--- config.mk ---
export PLATFORM = sky130hd
export DESIGN_NAME = sha256_byte_stream_hasher
export DESIGN_NICKNAME = d
export VERILOG_FILES = /design/src/hw/rtl/sha256_pkg.sv /design/src/hw/rtl/sha256_sched.sv /design/src/hw/rtl/sha256_core.sv /design/src/hw/rtl/sha256_byte_stream_hasher.sv
export SDC_FILE = /design/constraint.sdc
export NUM_CORES = 2
export LEC_CHECK = 0
export BUFFER_PORTS_ARGS = -buffer_cell sky130_fd_sc_hd__buf_2
export CORE_MARGIN = 2
export CORE_UTILIZATION = 35
export CTS_BUF_LIST = sky130_fd_sc_hd__clkbuf_4 sky130_fd_sc_hd__clkbuf_8 sky130_fd_sc_hd__clkbuf_16
export DETAILED_ROUTE_END_ITERATION = 16
export GPL_TIMING_DRIVEN = 0
export MAX_ROUTING_LAYER = met4
export PLACE_DENSITY = 0.51
export SYNTH_ARGS = -nofsm -noshare
export SYNTH_HDL_FRONTEND = slang
export SYNTH_SLANG_ARGS = --single-unit
--- constraint.sdc ---
create_clock -name clk -period 20.9 [get_ports clk]
set_input_delay 2.09 -clock clk [delete_from_list [all_inputs] [get_ports clk]]
set_output_delay 2.09 -clock clk [all_outputs]
set_load 0.01 [all_outputs]
--- src/hw/rtl/sha256_pkg.sv ---
// ----------------------------------------------------------------------------
// SHA-256 hasher package
// Round constants, initial hash values, round helper functions and the
// sequencer state type shared by the hasher modules.
// ----------------------------------------------------------------------------
package sha256_pkg;

	localparam int unsigned BlockBytes = 64;
	localparam int unsigned Rounds     = 64;
	localparam logic [7:0]  PadByte    = 8'h80;

	typedef enum logic [2:0] {
		ST_IDLE,
		ST_LOAD,
		ST_ROUND,
		ST_UPDATE,
		ST_PAD,
		ST_EMIT
	} seq_state_t;

	// Control from the sequencer to the round datapath
	typedef struct packed {
		logic       init_hash;  // load the initial hash values
		logic       load_work;  // copy chaining words into the working set
		logic       do_round;   // run one round with the current schedule word
		logic       update;     // add working set into chaining words
		logic [5:0] round;      // round number
	} core_ctrl_t;

	function automatic logic [31:0] round_k(input logic [5:0] t);
		logic [31:0] k;
		unique case (t)
			6'd0:  k = 32'h428a2f98; 6'd1:  k = 32'h71374491;
			6'd2:  k = 32'hb5c0fbcf; 6'd3:  k = 32'he9b5dba5;
			6'd4:  k = 32'h3956c25b; 6'd5:  k = 32'h59f111f1;
			6'd6:  k = 32'h923f82a4; 6'd7:  k = 32'hab1c5ed5;
			6'd8:  k = 32'hd807aa98; 6'd9:  k = 32'h12835b01;
			6'd10: k = 32'h243185be; 6'd11: k = 32'h550c7dc3;
			6'd12: k = 32'h72be5d74; 6'd13: k = 32'h80deb1fe;
			6'd14: k = 32'h9bdc06a7; 6'd15: k = 32'hc19bf174;
			6'd16: k = 32'he49b69c1; 6'd17: k = 32'hefbe4786;
			6'd18: k = 32'h0fc19dc6; 6'd19: k = 32'h240ca1cc;
			6'd20: k = 32'h2de92c6f; 6'd21: k = 32'h4a7484aa;
			6'd22: k = 32'h5cb0a9dc; 6'd23: k = 32'h76f988da;
			6'd24: k = 32'h983e5152; 6'd25: k = 32'ha831c66d;
			6'd26: k = 32'hb00327c8; 6'd27: k = 32'hbf597fc7;
			6'd28: k = 32'hc6e00bf3; 6'd29: k = 32'hd5a79147;
			6'd30: k = 32'h06ca6351; 6'd31: k = 32'h14292967;
			6'd32: k = 32'h27b70a85; 6'd33: k = 32'h2e1b2138;
			6'd34: k = 32'h4d2c6dfc; 6'd35: k = 32'h53380d13;
			6'd36: k = 32'h650a7354; 6'd37: k = 32'h766a0abb;
			6'd38: k = 32'h81c2c92e; 6'd39: k = 32'h92722c85;
			6'd40: k = 32'ha2bfe8a1; 6'd41: k = 32'ha81a664b;
			6'd42: k = 32'hc24b8b70; 6'd43: k = 32'hc76c51a3;
			6'd44: k = 32'hd192e819; 6'd45: k = 32'hd6990624;
			6'd46: k = 32'hf40e3585; 6'd47: k = 32'h106aa070;
			6'd48: k = 32'h19a4c116; 6'd49: k = 32'h1e376c08;
			6'd50: k = 32'h2748774c; 6'd51: k = 32'h34b0bcb5;
			6'd52: k = 32'h391c0cb3; 6'd53: k = 32'h4ed8aa4a;
			6'd54: k = 32'h5b9cca4f; 6'd55: k = 32'h682e6ff3;
			6'd56: k = 32'h748f82ee; 6'd57: k = 32'h78a5636f;
			6'd58: k = 32'h84c87814; 6'd59: k = 32'h8cc70208;
			6'd60: k = 32'h90befffa; 6'd61: k = 32'ha4506ceb;
			6'd62: k = 32'hbef9a3f7; 6'd63: k = 32'hc67178f2;
			default: k = '0;
		endcase
		return k;
	endfunction

	function automatic logic [31:0] init_hash(input logic [2:0] i);
		logic [31:0] h;
		unique case (i)
			3'd0: h = 32'h6a09e667; 3'd1: h = 32'hbb67ae85;
			3'd2: h = 32'h3c6ef372; 3'd3: h = 32'ha54ff53a;
			3'd4: h = 32'h510e527f; 3'd5: h = 32'h9b05688c;
			3'd6: h = 32'h1f83d9ab; 3'd7: h = 32'h5be0cd19;
			default: h = '0;
		endcase
		return h;
	endfunction

	function automatic logic [31:0] ror(input logic [31:0] x, input int unsigned n);
		return (x >> n) | (x << (32 - n));
	endfunction

endpackage

--- src/hw/rtl/sha256_sched.sv ---
// ----------------------------------------------------------------------------
// SHA-256 message schedule
// Sixteen-word shift window. Takes block words during load, then produces
// one expanded schedule word per round.
// ----------------------------------------------------------------------------
module sha256_sched import sha256_pkg::*; (
	input  logic        clk,
	input  logic        load,       // shift in a block word
	input  logic [31:0] load_word,
	input  logic        advance,    // shift for one round
	output logic [31:0] w_cur       // schedule word for the current round
);

	logic [31:0] win_q [16];
	logic [31:0] s0, s1, w_new;

	// Expand the next word from the window
	always_comb begin
		s0    = ror(win_q[1], 7) ^ ror(win_q[1], 18) ^ (win_q[1] >> 3);
		s1    = ror(win_q[14], 17) ^ ror(win_q[14], 19) ^ (win_q[14] >> 10);
		w_new = win_q[0] + s0 + win_q[9] + s1;
	end

	assign w_cur = win_q[0];

	// Shift the window
	always_ff @(posedge clk) begin
		if (load || advance) begin
			for (int i = 0; i < 15; i++) win_q[i] <= win_q[i+1];
			win_q[15] <= load ? load_word : w_new;
		end
	end

endmodule

--- src/hw/rtl/sha256_core.sv ---
// ----------------------------------------------------------------------------
// SHA-256 round unit
// One shared round datapath over the eight working words, plus the
// chaining words it folds into at the end of each block.
// ----------------------------------------------------------------------------
module sha256_core import sha256_pkg::*; (
	input  logic        clk,
	input  logic        arst_n,
	input  core_ctrl_t  ctrl,
	input  logic [31:0] w_cur,
	input  logic [2:0]  rd_index,
	output logic [31:0] rd_word
);

	logic [31:0] h_q [8];
	logic [31:0] v_q [8];
	logic [31:0] big0, big1, choose, major, x1, x2;

	// One compression round
	always_comb begin
		big1   = ror(v_q[4], 6) ^ ror(v_q[4], 11) ^ ror(v_q[4], 25);
		choose = (v_q[4] & v_q[5]) ^ (~v_q[4] & v_q[6]);
		x1     = v_q[7] + big1 + choose + round_k(ctrl.round) + w_cur;
		big0   = ror(v_q[0], 2) ^ ror(v_q[0], 13) ^ ror(v_q[0], 22);
		major  = (v_q[0] & v_q[1]) ^ (v_q[0] & v_q[2]) ^ (v_q[1] & v_q[2]);
		x2     = big0 + major;
	end

	assign rd_word = h_q[rd_index];

	// Chaining words
	always_ff @(posedge clk or negedge arst_n) begin
		if (!arst_n) begin
			for (int i = 0; i < 8; i++) h_q[i] <= init_hash(3'(i));
		end else if (ctrl.init_hash) begin
			for (int i = 0; i < 8; i++) h_q[i] <= init_hash(3'(i));
		end else if (ctrl.update) begin
			for (int i = 0; i < 8; i++) h_q[i] <= h_q[i] + v_q[i];
		end
	end

	// Working words
	always_ff @(posedge clk) begin
		if (ctrl.load_work) begin
			for (int i = 0; i < 8; i++) v_q[i] <= h_q[i];
		end else if (ctrl.do_round) begin
			v_q[7] <= v_q[6];
			v_q[6] <= v_q[5];
			v_q[5] <= v_q[4];
			v_q[4] <= v_q[3] + x1;
			v_q[3] <= v_q[2];
			v_q[2] <= v_q[1];
			v_q[1] <= v_q[0];
			v_q[0] <= x1 + x2;
		end
	end

endmodule

--- src/hw/rtl/sha256_byte_stream_hasher.sv ---
// ----------------------------------------------------------------------------
// SHA-256 byte stream hasher
// Gathers bytes into 32-bit block words, compresses each full block with a
// one-round-per-cycle unit, pads on end of message and streams the digest.
// ----------------------------------------------------------------------------
// A plain byte word is taken one per cycle; a word that completes a 64-byte
// block holds s_tready low while the block is loaded, run through the rounds
// and added into the chaining words by the single shared round unit. An
// end-of-message word adds one or two such compressions for the padding,
// each after a pass that writes the pad words into the block, and then eight
// digest words on the master side, one per accepted cycle, word 0 (most
// significant) first. The block words are held in a 16 x 32 register file
// written one word per four bytes; the block need not be cleared after reset.
module sha256_byte_stream_hasher import sha256_pkg::*; (
	input  logic        clk,
	input  logic        arst_n,
	input  logic        s_tvalid,
	output logic        s_tready,
	input  logic [7:0]  s_tdata,   // [7:0] message_byte
	input  logic        s_tlast,   // end_of_message
	input  logic        s_tuser,   // byte_valid
	output logic        m_tvalid,
	input  logic        m_tready,
	output logic [31:0] m_tdata,   // [31:0] digest_word
	output logic [2:0]  m_tuser,   // [2:0] word_index
	output logic        m_tlast    // last_word
);

	seq_state_t  state_q, state_d;
	logic [31:0] blk_q [16];      // block words
	logic [23:0] part_q;           // bytes of the word being gathered
	logic [5:0]  fill_q;           // bytes in block
	logic [63:0] bits_q;
	logic        fin_q;            // padding pending after this compression
	logic        padded_q;         // 0x80 already placed
	logic [5:0]  cnt_q;            // load / round / pad / emit counter
	logic        s_acc, m_acc;
	logic [5:0]  fill_n;
	logic [31:0] full_word, pad_word;
	logic        sched_load;
	logic [31:0] w_cur;
	logic [31:0] rd_word;
	core_ctrl_t  ctrl;

	assign s_acc  = s_tvalid && s_tready;
	assign m_acc  = m_tvalid && m_tready;
	assign fill_n = fill_q + 6'd1;
	assign full_word = {part_q, s_tdata};

	// Next state
	always_comb begin
		state_d = state_q;
		unique case (state_q)
			ST_IDLE: begin
				if (s_acc) begin
					if (s_tuser && fill_q == 6'd63) state_d = ST_LOAD;
					else if (s_tlast)                state_d = ST_PAD;
				end
			end
			ST_LOAD:   if (cnt_q == 6'd15) state_d = ST_ROUND;
			ST_ROUND:  if (cnt_q == 6'd63) state_d = ST_UPDATE;
			ST_UPDATE: begin
				// pad while padding is pending, emit after the length block, or go back for bytes
				priority if (fin_q) state_d = ST_PAD;
				else if (padded_q)  state_d = ST_EMIT;
				else                state_d = ST_IDLE;
			end
			ST_PAD:    if (cnt_q == 6'd15) state_d = ST_LOAD;
			ST_EMIT:   if (m_acc && cnt_q == 6'd7) state_d = ST_IDLE;
			default:   state_d = ST_IDLE;
		endcase
	end

	// Outputs
	always_comb begin
		s_tready       = (state_q == ST_IDLE);
		m_tvalid       = (state_q == ST_EMIT);
		m_tdata        = rd_word;
		m_tuser        = cnt_q[2:0];
		m_tlast        = (cnt_q[2:0] == 3'd7);
		sched_load     = (state_q == ST_LOAD);
		ctrl.init_hash = (state_q == ST_EMIT) && m_acc && cnt_q == 6'd7;
		ctrl.load_work = (state_q == ST_LOAD) && cnt_q == 6'd15;
		ctrl.do_round  = (state_q == ST_ROUND);
		ctrl.update    = (state_q == ST_UPDATE);
		ctrl.round     = cnt_q;
	end

	// Padding word for slot cnt_q: 0x80 at fill position, length in last two
	always_comb begin
		pad_word = blk_q[cnt_q[3:0]];
		if (!padded_q && cnt_q[3:0] == fill_q[5:2]) begin
			unique case (fill_q[1:0])
				2'd0: pad_word = {PadByte, 24'h0};
				2'd1: pad_word = {part_q[7:0], PadByte, 16'h0};
				2'd2: pad_word = {part_q[15:0], PadByte, 8'h0};
				2'd3: pad_word = {part_q[23:0], PadByte};
				default: pad_word = '0;
			endcase
		end else if (!padded_q && cnt_q[3:0] < fill_q[5:2]) begin
			pad_word = blk_q[cnt_q[3:0]];
		end else begin
			pad_word = 32'h0;
		end
		if (fill_q < 6'd56 || padded_q) begin
			if (cnt_q[3:0] == 4'd14) pad_word = bits_q[63:32];
			if (cnt_q[3:0] == 4'd15) pad_word = bits_q[31:0];
		end
	end

	// Sequencer registers
	always_ff @(posedge clk or negedge arst_n) begin
		if (!arst_n) begin
			state_q  <= ST_IDLE;
			fill_q   <= '0;
			bits_q   <= '0;
			fin_q    <= 1'b0;
			padded_q <= 1'b0;
			cnt_q    <= '0;
		end else begin
			state_q <= state_d;
			if (state_q != state_d) cnt_q <= '0;
			else if (state_q != ST_IDLE && (state_q != ST_EMIT || m_acc)) cnt_q <= cnt_q + 6'd1;
			unique case (state_q)
				ST_IDLE: begin
					if (s_acc) begin
						fin_q <= s_tlast;
						if (s_tuser) begin
							fill_q <= fill_n;
							bits_q <= bits_q + 64'd8;
						end
					end
				end
				ST_PAD: begin
					if (cnt_q == 6'd15) begin
						// second pass needed if length did not fit
						if (!padded_q && fill_q >= 6'd56) begin
							padded_q <= 1'b1;
						end else begin
							padded_q <= 1'b1;
							fin_q    <= 1'b0;
						end
					end
				end
				ST_EMIT: begin
					if (m_acc && cnt_q == 6'd7) begin
						fill_q   <= '0;
						bits_q   <= '0;
						padded_q <= 1'b0;
					end
				end
				default: ;
			endcase
		end
	end

	// Gather bytes into block words; pad pass rewrites the block
	always_ff @(posedge clk) begin
		if (s_acc && s_tuser) begin
			part_q <= full_word[23:0];
			if (fill_q[1:0] == 2'd3) blk_q[fill_q[5:2]] <= full_word;
		end
		if (state_q == ST_PAD) blk_q[cnt_q[3:0]] <= pad_word;
	end

	sha256_sched u_sched (
		.clk       (clk),
		.load      (sched_load),
		.load_word (blk_q[cnt_q[3:0]]),
		.advance   (ctrl.do_round),
		.w_cur     (w_cur)
	);

	sha256_core u_core (
		.clk      (clk),
		.arst_n   (arst_n),
		.ctrl     (ctrl),
		.w_cur    (w_cur),
		.rd_index (cnt_q[2:0]),
		.rd_word  (rd_word)
	);

endmodule
* After elaboration in Yosys (flattened, before gate mapping) *
Memory sizes are Yosys's and may differ from the RTL's.
Index checks and enable logic that the tools add are counted.

cells by class
  add/subtract/negate cells = 21
  $lt $le $gt $ge = 4
  equality and inequality tests = 23
  mux-type cells = 62
  bitwise gates (word level) = 36
  reduce and logical (&&, ||, !) cells = 28

operator list
  operator                 count
  $add A32 B32 Y32         18
  $mux W32                 17
  $mux W256                2
  $xor A32 B32 Y32         9
  $mux W64                 3
  $and A32 B32 Y32         5
  $pmux W32 S4             1
  $pmux W64 S2             1
  $bmux W32 S3             1
  $add A64 B4 Y64 const B  1
  $not A32 Y32             1
  $or A10 B32 Y32          1
  $or A13 B32 Y32          1
  $or A14 B32 Y32          1
  $or A15 B32 Y32          1
  $or A19 B32 Y32          1
  $or A21 B32 Y32          1
  $or A25 B32 Y32          1
  $or A26 B32 Y32          1
  $or A30 B32 Y32          1
  $or A7 B32 Y32           1
  $reduce_or A32 Y1        1
  $xor A32 B22 Y32         1
  $xor A32 B29 Y32         1
  37 further kinds         102

word-level totals
  register bits after elaboration = 361
  bits in writable memories = 1,280
  memory bits (read-only) = 2,048
  bits of input ports = 14
  output and inout port bits = 38
  logic and storage cells = 193
  memories = 4

memories
  memory           words  width  rd ports  clocked after memory_dff  write ports  RTL line                         text
  (no name shown)  64     32     1         0                         0            sha256_pkg.sv:32                 unique case (t)
  blk_q            16     32     1         0                         1            sha256_byte_stream_hasher.sv:30  logic [31:0] blk_q [16];
  u_sched.win_q    16     32     16        0                         16           sha256_sched.sv:14               logic [31:0] win_q [16];
  u_core.v_q       8      32     8         0                         8            sha256_core.sv:16                logic [31:0] v_q [8];

* Logic depth before layout (Yosys ltp) *
  depth in word-level cells = 9
  mapped depth = 47
  depth with buffers taken out = 41

* Hierarchy *
From an unflattened synthesis, not the netlist that was laid out.

unflattened totals
  cell total of the unflattened synthesis = 8,040
  area total of the unflattened synthesis = 92,932.9 um2

by module, submodules not included
  module                     times used  cells each  area an instance (um2)  seq. area each (um2)
  sha256_core                1           5,321       46,607.2                14,263.7
  sha256_byte_stream_hasher  1           1,556       25,971.2                18,047.3
  sha256_sched               1           1,163       20,354.5                15,374.7

* Worst setup path after synthesis *
Ideal clock, no wire load.

  kind = register to register
  start = register state_q[2]
  end = memory u_core.v_q[0][0] (enable)
  setup time = 1.228 ns
  data arrival time = 19.255 ns
  setup slack = 0.417 ns
  cell stages (with the launch flop) = 6
  period minus slack after synthesis = 20.483 ns
  cells stage by stage = dfrtp_1 -> clkbuf_1 -> or3b_2 -> clkbuf_1 -> clkbuf_1 -> o21ai_0

RTL lines
  item                      RTL line                          text
  start: declaration        sha256_byte_stream_hasher.sv:29   seq_state_t state_q, state_d;
  start signal: assignment  sha256_byte_stream_hasher.sv:121  state_q <= state_d;
  end: declaration          sha256_core.sv:16

==> metrics.md <==
| Metric | Value |
|---|---|
| Slowest cell on crit path | a21oi_1 |
| CP Max Fanout | 15 |
| Post-synth EDFFs | 1304 |
| Drt pass-1 iters | 8 |
| Post-CTS Hold Buffers | 0 |
| Die height | 516 um |
| P_int | 9.97 mW |
| Row Count | 187 |
| Core area | 260000 um^2 |
| Synth Flop Type | edfxtp_1 |
| Net Count, Synth | 8525 |
| Via Count | 67300 |
| Post-route cell area | 104000 um^2 |
| Max VDD drop | 0.233 mV |
| Yosys reg bits | 1638 |
| CTS tree | yes |
| Post-place instance area | 97700 um^2 |
| PwrDens | 177 nW/um^2 |
| Cells after synthesis | 7912 |
| Initial DRC count | 7187 |
| Fillers | 25000 |
| Share of cells above drive strength 1 | 11.5% |
| Status | finished with violations |
| Clock sinks | 1638 |
| Crit share post-route | 69.1% |
| Die area | 266000 um^2 |
| Die W | 516 um |
| Core Util, Final | 40.1% |
| Pin count of the biggest net entering global routing | 95 |
| Max-Cap Viols | 5 |
| Hold Crit Class | flip-flop to flip-flop |
| Flop2flop setup slack | 6.47 ns |
| Fin nets | 8817 |
| Count leader, synth | edfxtp_1 |
| Area contributors post-synth | edfxtp_1 (43%), mux4_2 (5.6%), ha_1 (5.5%) |
| Maximum buffer depth of the clock tree | 3 |
| CTS buffer count | 188 |
| Final Slew Violations | 35 |
| YS warnings | 0 |
| WL/cell | 31.1 um |
| Top cell type's share of synthesized area | 42.7% |
| Detail Placement HPWL | 279000 um |
| Cell area after synthesis | 91700 um^2 |
| Seq/Total Area, Yosys | 52.0% |
| Slew headroom | -5.55% |
| Worst r2r path cells | 42 |
| Critical R2R Capture | u_core.v_q[0][31] |
| Comb power frac | 57.9% |
| CP startpoint kind | flip-flop |
| Fin Setup TNS | 0 ns |
| Final wirelength | 369000 um |
| Asr flop ratio synth | 20.4% |
| Initial core utilization | 35.2% |
| Crit Path Category | flip-flop to flip-flop |
| Min-delay src | u_sched.win_q[0][114] |
| Crit path arrival time | 15.05 ns |
| First-pass GRT wire length | 509000 um |
| Most used cell along the critical path | fa_1 |
| DRC errors left | 0 |
| Top post-synthesis cells by count | edfxtp_1 (1304), nand2_1 (1072), a21oi_1 (508) |
| Worst-path clk slew | 0.06 ns |
| Post-CTS setup buffer count | 0 |
| F_max | 0.0693 GHz |
| H-tree depth | 4 |
| CTS root buf | clkbuf_16 |
| P_sw | 8.47 mW |
| Area leader, netlist | edfxtp_1 |
| Post-CTS Resized | 0 |
| Worst Max-Slew Pin Slew | 1.58 ns |
| I/O pin count | 52 |
| Critical path's largest stage delay | 0.93 ns |
| Bufs and invs on worst path | 10 |
| Clk_lat worst skew | 0.89 ns |
| Hold Crit Depth | 0 |
| Vias in the first global route | 64800 |
| Reg2Reg Launch Point | cnt_q[1] |
| Clock Skew | 0.0729 ns |
| Clock share of power | 18.9% |
| Distinct cells, synth | 105 |
| Worst Hold Path EP | u_sched.win_q[0][82] |
| Sw frac | 45.9% |
| Pleak | 40.2 nW |
| Vias per Instance | 5.67 |
| Final hold viol count | 0 |
| # port buffers | 51 |
| Initial antenna violation count | 20 |
| Syn_area_per_cell | 11.6 um^2 |
| Required time of the critical path | 21.52 ns |
| Delay-heaviest family, CP | compound AO/OA/AOI/OAI gates |
| Failing checks | max-capacitance violations, max-slew violations |
| GRT overflow | 0 |
| RSZ-0062 raised after global routing | false |
| Type of element capturing the critical path | flip-flop |
| Antenna Violating Nets Remaining | 0 |
| Gpl congestion | 0.993 |
| Min Tclk post-route | 14.43 ns |
| Flop pwr share | 23.1% |
| Area delta synth->final | 13.8% |
| Tot Pwr | 18.4 mW |
| Setup Viol. Count Final | 0 |
| Gr usage total | 28.1% |
## metrics by stage
stage | hold WS, ns | setup WS, ns | std cells
floorplan | 0.400 | 0.417 | 7912
global placement | 0.401 | -14.39 | 11500
detailed placement | 0.405 | 6.75 | 11500
CTS | 0.382 | 6.67 | 11900
global route | 0.392 | 5.79 | 11900
finish | 0.394 | 6.47 | 11900
## area by class of cell
class,instances,area [um^2],share of cell area [%]
buffer,386,1530,1.47
antenna,13,32.5,0.0312
sequential,1638,47700,45.7
clock inverter,109,1440,1.38
clock buffer,236,5130,4.91
tap,3496,4370,4.19
inverter,458,1720,1.65
multi-input combinational,5430,40900,39.2
timing repair buffer,102,1480,1.42
## state kept, by name (all words and copies together) (netlist names)
signal	cells
state_q	3
cnt_q	6
u_core.h_q	256
fill_q	6
part_q	24
padded_q	1
blk_q	512
bits_q	61
u_core.v_q	256
u_sched.win_q	512
fin_q	1
## layout by cell type (no fill, tap or decap), drive strengths merged, types with 28 or more instances in the layout
master and instances:
a211oi 66, a21o 198, a21oi 510, a31oi 58, and2 29, and3 52, buf 182, clkbuf 542
clkinv 70, dfrtp 198, dfstp 136, edfxtp 1304, fa 195, ha 404, inv 468, mux2 29
mux4 227, nand2 1072, nand2b 82, nand3 141, nand4 36, nor2 410, nor2b 55, nor3 112
o211ai 39, o21a 58, o21ai 549, o21bai 59, o22ai 36, o31ai 42, or3 28, xnor2 333
xor2 284
## power groups by stage
stage | registers, mW | logic [mW] | clock network [mW]
after floorplan | 4.29 | 7.07 | 0
after global placement | 4.44 | 10.4 | 0
after detailed placement | 4.33 | 10.5 | 0
after CTS | 4.27 | 10.6 | 3.55
after global routing | 4.29 | 11.5 | 3.68
final | 4.27 | 10.7 | 3.49
## worst max path at each step
stage	from	endpoint	slack, ns	cells past startpoint
final	cnt_q[1]	u_core.v_q[0][31]	6.47	42
after global routing	cnt_q[1]	u_core.v_q[0][31]	5.79	42
after CTS	cnt_q[1]	u_core.v_q[0][31]	6.67	42
after detailed placement	cnt_q[1]	u_core.v_q[0][31]	6.75	42
after global placement	cnt_q[0]	u_core.v_q[1][7]	-14.39	5
after floorplan	state_q[2]	u_core.v_q[0][0]	0.42	5
## cell families (layout without fill, tap and decap cells)
| group | Yosys count | after routing | synth area share, % |
|---|---|---|---|
| other | 0 | 13 | 0 |
| flip-flops | 1638 | 1638 | 52.0 |
| XOR/XNOR | 617 | 617 | 5.89 |
| multiplexers | 271 | 271 | 6.10 |
| adder cells (fa/ha/maj) | 603 | 603 | 9.81 |
| AND/OR/NAND/NOR | 2099 | 2099 | 10.1 |
| buffers and inverters | 844 | 1291 | 3.51 |
| AO/OA/AOI/OAI | 1840 | 1840 | 12.6 |
## routing by layer
metal  track usage (%)  vias to the layer above  part of all wire, %
li1                  -                    29300                    -
met3              4.25                      691                  6.9
met1              37.0                    34500                   42
met4              14.0                        0                  5.8
met2              42.4                     2771                   45
met5                 -                        -                    0
## worst register-to-register path: cells and delay by family (launching register included)
| kind | cells | cell delay (ns) |
|---|---|---|
| adder cells (fa/ha/maj) | 8 | 3.54 |
| flip-flops | 1 | 0.71 |
| XOR/XNOR | 2 | 0.52 |
| AND/OR/NAND/NOR | 6 | 1.35 |
| AO/OA/AOI/OAI | 16 | 4.09 |
| buffers and inverters | 10 | 3.96 |
(Power assumes the default switching activity.)
